[src/design/wia_pkg.sv]
// Types and constants shared by the integer ALU front and back parts.
// No dependencies.
package wia_pkg;

    localparam logic [2:0] OP_ADD = 3'd0;
    localparam logic [2:0] OP_SUB = 3'd1;
    localparam logic [2:0] OP_MUL = 3'd2;
    localparam logic [2:0] OP_DIVU = 3'd3;
    localparam logic [2:0] OP_REMU = 3'd4;

    typedef struct packed {
        logic [2:0]  operation;
        logic        wide_mode;
        logic [63:0] operand_a;
        logic [63:0] operand_b;
    } t_cmd;

    typedef struct packed {
        logic [63:0] result_value;
        logic        status;
    } t_result;

    typedef enum logic [2:0] {
        KD_ADD,
        KD_SUB,
        KD_MUL,
        KD_DIV,
        KD_REM,
        KD_ZERO,
        KD_TRAP
    } t_kind;

    typedef struct packed {
        t_kind       kind;
        logic        wide;
        logic [63:0] a;
        logic [63:0] b;
    } t_issue;

    typedef enum logic [1:0] {
        ST_IDLE,
        ST_MUL,
        ST_DIV
    } t_state;

endpackage

[src/design/wia_front.sv]
// Front part: accepts requests, masks operands, classifies and queues them.
// Depends on wia_pkg.
module wia_front #(
    parameter int DEPTH = 2
) (
    input  logic          i_clk,
    input  logic          i_rst_n,
    input  logic          start,
    output logic          busy,
    input  wia_pkg::t_cmd i_cmd,
    output logic          o_vld,
    output wia_pkg::t_issue o_item,
    input  logic          i_pop
);
    import wia_pkg::*;

    localparam int PTR_W = (DEPTH > 1) ? $clog2(DEPTH) : 1;
    localparam int CNT_W = $clog2(DEPTH + 1);

    t_issue           r_mem [DEPTH];
    logic [PTR_W-1:0] r_wr, r_rd;
    logic [CNT_W-1:0] r_cnt;
    t_issue           n_item;
    logic             push;
    logic [63:0]      a_m, b_m;
    logic             bz;

    assign busy  = (r_cnt == CNT_W'(DEPTH));
    assign push  = start && !busy;
    assign o_vld = (r_cnt != '0);
    assign o_item = r_mem[r_rd];

    always_comb begin
        a_m = i_cmd.wide_mode ? i_cmd.operand_a : {32'd0, i_cmd.operand_a[31:0]};
        b_m = i_cmd.wide_mode ? i_cmd.operand_b : {32'd0, i_cmd.operand_b[31:0]};
        bz  = (b_m == 64'd0);
        n_item.wide = i_cmd.wide_mode;
        n_item.a    = a_m;
        n_item.b    = b_m;
        case (i_cmd.operation)
            OP_ADD:  n_item.kind = KD_ADD;
            OP_SUB:  n_item.kind = KD_SUB;
            OP_MUL:  n_item.kind = KD_MUL;
            OP_DIVU: n_item.kind = bz ? KD_TRAP : KD_DIV;
            OP_REMU: n_item.kind = bz ? KD_TRAP : KD_REM;
            default: n_item.kind = KD_ZERO;
        endcase
    end

    always_ff @(posedge i_clk) begin
        if (push) begin
            r_mem[r_wr] <= n_item;
        end
        if (!i_rst_n) begin
            r_wr  <= '0;
            r_rd  <= '0;
            r_cnt <= '0;
        end else begin
            if (push) begin
                r_wr <= (r_wr == PTR_W'(DEPTH - 1)) ? '0 : r_wr + 1'b1;
            end
            if (i_pop) begin
                r_rd <= (r_rd == PTR_W'(DEPTH - 1)) ? '0 : r_rd + 1'b1;
            end
            r_cnt <= r_cnt + CNT_W'(push) - CNT_W'(i_pop);
        end
    end

endmodule

[config.mk]
export PLATFORM = sky130hd
export DESIGN_NAME = wia_front
export DESIGN_NICKNAME = d
export VERILOG_FILES = /design/src/design/wia_pkg.sv /design/src/design/wia_front.sv
export SDC_FILE = /design/constraint.sdc
export NUM_CORES = 1
export LEC_CHECK = 0
export ABC_AREA = 1
export BUFFER_PORTS_ARGS = -buffer_cell sky130_fd_sc_hd__buf_2
export CAP_MARGIN = 20
export CORE_MARGIN = 4
export CORE_UTILIZATION = 33
export CTS_BUF_LIST = sky130_fd_sc_hd__clkbuf_8
export DETAILED_ROUTE_END_ITERATION = 8
export SLEW_MARGIN = 20
export SYNTH_ARGS = -nofsm -noshare
export SYNTH_HDL_FRONTEND = slang
export SYNTH_SLANG_ARGS = --single-unit
[constraint.sdc]
create_clock -name i_clk -period 6.85 [get_ports i_clk]
set_input_delay 0 -clock i_clk [delete_from_list [all_inputs] [get_ports i_clk]]
set_output_delay 0 -clock i_clk [all_outputs]
set_load 0.02 [all_outputs]
# After elaboration in Yosys (flattened, before gate mapping)
# Memories as Yosys holds them, arrays and structs flattened. A register that Yosys moved wholly into a read port is not among the register bits.
# Index checks and enable logic that the tools add are counted.
word_totals:
  memories: 1
  output_inout_bits: 134
  ram_bits: 264
  elab_cells: 29
  reg_bits: 4
  input_bits: 136
classes:
  muxes: 11
  n_reduce_logical: 5
  eq_ne: 5
  addsub: 4
memory_table:
  columns: ["memory", "words", "word_bits", "rd", "rd_clocked_by_memory_dff", "write_ports", "line_no", "source"]
  rows:
  - ["r_mem", 2, 132, 1, 1, 1, "wia_front.sv:20", "t_issue r_mem [DEPTH];"]
op_table:
  columns: ["op", "count"]
  rows:
  - ["2-to-1 mux 64 bit", 2]
  - ["zero test 64 bit", 1]
  - ["case mux 3 bit (5 select lines)", 1]
  - ["== test 3 x 2 -> 1 bit (second input constant)", 2]
  - ["2-to-1 mux 1 bit", 6]
  - ["== test 3 x 1 -> 1 bit (second input constant)", 1]
  - ["== test 3 bit (second input constant)", 1]
  - ["zero test 3 bit", 1]
  - ["2-to-1 mux 3 bit", 1]
  - ["adder 1 bit (second input constant)", 2]
  - ["adder 2 x 1 -> 2 bit", 1]
  - ["== test 2 bit (second input constant)", 1]
  - ["2-to-1 mux 2 bit", 1]
  - ["nonzero test 2 bit", 1]
  - ["subtractor 2 x 1 -> 2 bit", 1]
  - ["logical AND 1 bit", 1]
  - ["zero test 1 bit", 1]

# Longest topological paths before layout
logic_depth:
  word_depth: 5
  depth_mapped: 10
  depth_no_buf: 8

# Worst setup path before layout
# No wires, ideal clock.
synth_path:
  path_kind: "register to register"
  start: "reg r_cnt[1]"
  end: "mem r_mem[0][0] (netlist bit) (enable)"
  setup_ns: 0.626
  path_buffers: 0
  required_time_ns: 6.224
  stages_incl_launch_ff: 4
  synth_period_minus_slack_ns: 6.680
  arrival_time_ns: 6.054
  slack_ns: 0.170
  cell_sequence: "dfxtp_1 inv_1 o21ai_0 nor2_1"
synth_between:
  elab_chain_len: 5
synth_lines:
  columns: ["element", "line_no", "source"]
  rows:
  - ["start, declared", "wia_front.sv:22", "logic [CNT_W-1:0] r_cnt;"]
  - ["start signal, assigned", "wia_front.sv:65", "r_cnt <= r_cnt + CNT_W'(push) - CNT_W'(i_pop);"]
  - ["== test 2 bit", "wia_front.sv:28", "assign busy = (r_cnt == CNT_W'(DEPTH));"]
  - ["zero test 1 bit", "wia_front.sv:29", "assign push = start && !busy;"]
  - ["logical AND 1 bit", "wia_front.sv:29", null]
  - ["2-to-1 mux 1 bit", "wia_front.sv:51", "if (push) begin"]
  - ["2-to-1 mux 1 bit (not written as such)", "wia_front.sv:52", "r_mem[r_wr] <= n_item;"]
  - ["end, declared", "wia_front.sv:20", null]
# No other way between the ends.

==> results.txt <==
RSZ-0062 raised after global routing - false
Maxcap violations - 0
TritonCTS clock tree - yes
Die footprint - 34900 sq um
Number of enable flip-flop cells after synthesis - 264
CP Capture Type - output port
GR Overflow Total - 0
Drc violations - 0
Routed wire length - 24600 um
Worst endpoint required time - 6.85 ns
Crit Path Category - register to output port
Status - completed
Iter 0 DRT Violations - 228
Dpl ws - 4.30 ns
Initial core utilization - 0.334
Via density - 4.38
Core outline area - 31600 sq um
Yosys cell types - 20
Vias - 6644
VDD IR-drop max - 181 uV
Static Leak - 6.05 nW
Die width - 187 um
Max Freq - 327 MHz
Power density over the cells - 274 nW/um^2
Arrival time worst endpoint - 3.06 ns
CP startpoint kind - register
Diodes inserted - 0
Setup Skew - 0.0188 ns
Drt first pass iters - 4
Dpl cell area - 12300 sq um
Finished Layout Cells - 1518
Multi-input logic area - 2140 sq um
Most common flop cell mapped by yosys - edfxtp_1
Clock Path Buffers - 3
Comb pwr share - 0.168
Vias in the first global route - 7121
Post-Syn Area per Cell - 16.3 sq um
TritonCTS Buffers - 46
Post-layout min period - 3.06 ns
Synth cell count leaders - edfxtp_1 (264), mux2_2 (132), nand2_1 (99), inv_1 (71), nor2_1 (35)
Antenna violations before repair - 0
PortBufs - 269
Net Count, Synth - 786
# clock sinks - 269
Share of layout cells above drive strength 1 - 0.417
Die Ht - 187 um
Setup bufs post-CTS - 0
Post-placement cell count - 1302
Top-count cell post-synth - edfxtp_1
FF/Latch Area - 8030 sq um
Final critical-path setup slack - 3.79 ns
Cells after Synth - 648
Gr usage total - 0.136
Pin count of the biggest net entering global routing - 133
Routed Antenna Nets - 0
Synthesis Warnings - 0
Design area - 14500 sq um
First-pass GRT wire length - 38500 um
Final Setup Violations - 0
Num rows - 65
Post-synthesis sequential area ratio - 0.761
Layout area overhead - 37.7%
Num ports - 270
GP Congestion - 0.725
Fin. Hold Viols - 0
CTS root buffer - clkbuf_8
Clk_lat worst skew - 0.53 ns
Worst-Margin Slew - 1.06 ns
Top cell type's share of synthesized area - 0.752
Hpwl dp - 15000 um
Layout net count - 1223
Yosys reg bits - 269
Synth area leader - edfxtp_1
Slew HR - 0.296
CTS resizes - 0
Maximum net fanout on the critical path - 76
# fillers - 2862
Internal power - 2.94 mW
Clock network power share - 0.318
Tot Pwr - 3.98 mW
Final worst-path cycle share - 0.447
Net switching power - 1.04 mW
Drt wl/cell - 16.2 um
Switching share of power - 0.262
Mapped Area - 10500 sq um
Async set-reset flop share out of synthesis - 0
Sequential power share - 0.514
Slew Limit Fails - 0
# H-tree levels - 2
Setup_tns - 0 ns
Largest cells by area after synthesis - edfxtp_1 (75%), mux2_2 (14%), nand2_1 (3.5%), inv_1 (2.5%), nor2_1 (1.2%)
Hold Path Class - input port to register
Clk slew on worst S/H paths - 0.06 ns
## worst max-delay path, cell delays in order (launching register included)
cell     delay (ns)
dfxtp_4        0.85
buf_4          0.90
mux2_2         0.44
buf_2          0.17
## cell usage in the layout (no fill, tap or decap), types with 2 or more instances in the layout
cell           instances
a21oi_1                2
nor2_2                 2
nor2_4                 2
clkinv_1              13
o21ai_0                4
edfxtp_1             264
nand2_1               99
nor2_1                33
dfxtp_1                4
inv_1                 87
nand3_1                4
dlygate4sd3_1        136
buf_2                269
buf_4                  4
clkbuf_8              47
mux2_2               132
ha_1                   2
## sequential cells by signal, summed over array words and instances, names as in the netlist, named ones only
signal,count
r_cnt,2
r_mem,264
r_rd,1
r_wr,1
## per-layer routing
metal | GRT usage | vias to the layer above | part of all wire
li1 | - | 3180 | -
met1 | 0.170 | 3187 | 0.42
met2 | 0.233 | 225 | 0.49
met3 | 0.0354 | 52 | 0.060
met4 | 0.0441 | 0 | 0.023
met5 | 0 | - | 0
## cell type report
type / count / share of cell area
Sequential cell: 269 / 0.553
Timing Repair Buffer: 411 / 0.192
Multi-Input combinational cell: 286 / 0.147
Clock buffer: 47 / 0.0445
Tap cell: 402 / 0.0346
Inverter: 71 / 0.0184
Clock inverter: 32 / 0.0104
## path summary, 6_finish.rpt
path	to	start	depth (start not counted)	slack [ns]
max reg2reg	r_mem[0][116]	r_cnt[0]	4	4.63
min reg2reg	r_rd	r_rd	2	0.50
max	o_item[52]	register	3	3.79
min	r_wr	start	3	0.07
## per-stage QoR
step	hold WS (ns)	utilization
after global placement	0.188	0.391
after CTS	0.0280	0.459
after detailed placement	0.192	0.391
after global routing	0.101	0.460
final	0.0706	0.460
after floorplan	0.0935	-
## power groups by stage
stage	logic (mW)	registers [mW]	clock network (mW)
finish	0.668	2.05	1.27
detailed placement	0.608	2.08	0
CTS	0.672	2.05	1.32
global route	0.721	2.06	1.40
floorplan	0.388	2.09	0
global placement	0.607	2.08	0
## logic make-up (layout without fill, tap and decap cells)
family,Yosys count,in the layout,synth area share
adders and majority gates,2,2,0.00237
and+or+nand+nor,144,144,0.0534
AOI/OAI and AO/OA,7,7,0.00368
buffers and inverters,93,561,0.0377
DFF,269,269,0.761
xor gates and xnor gates,1,1,0.000831
muxes,132,132,0.141
## what timing repair did
| item | 4_1_cts | 5_1_grt |
|---|---|---|
| hold endpoints to repair | 267 | 0 |
| hold buffers | 136 | 0 |
| setup endpoints to repair | 0 | 0 |
No activity file was read; power rests on OpenSTA's default activity.
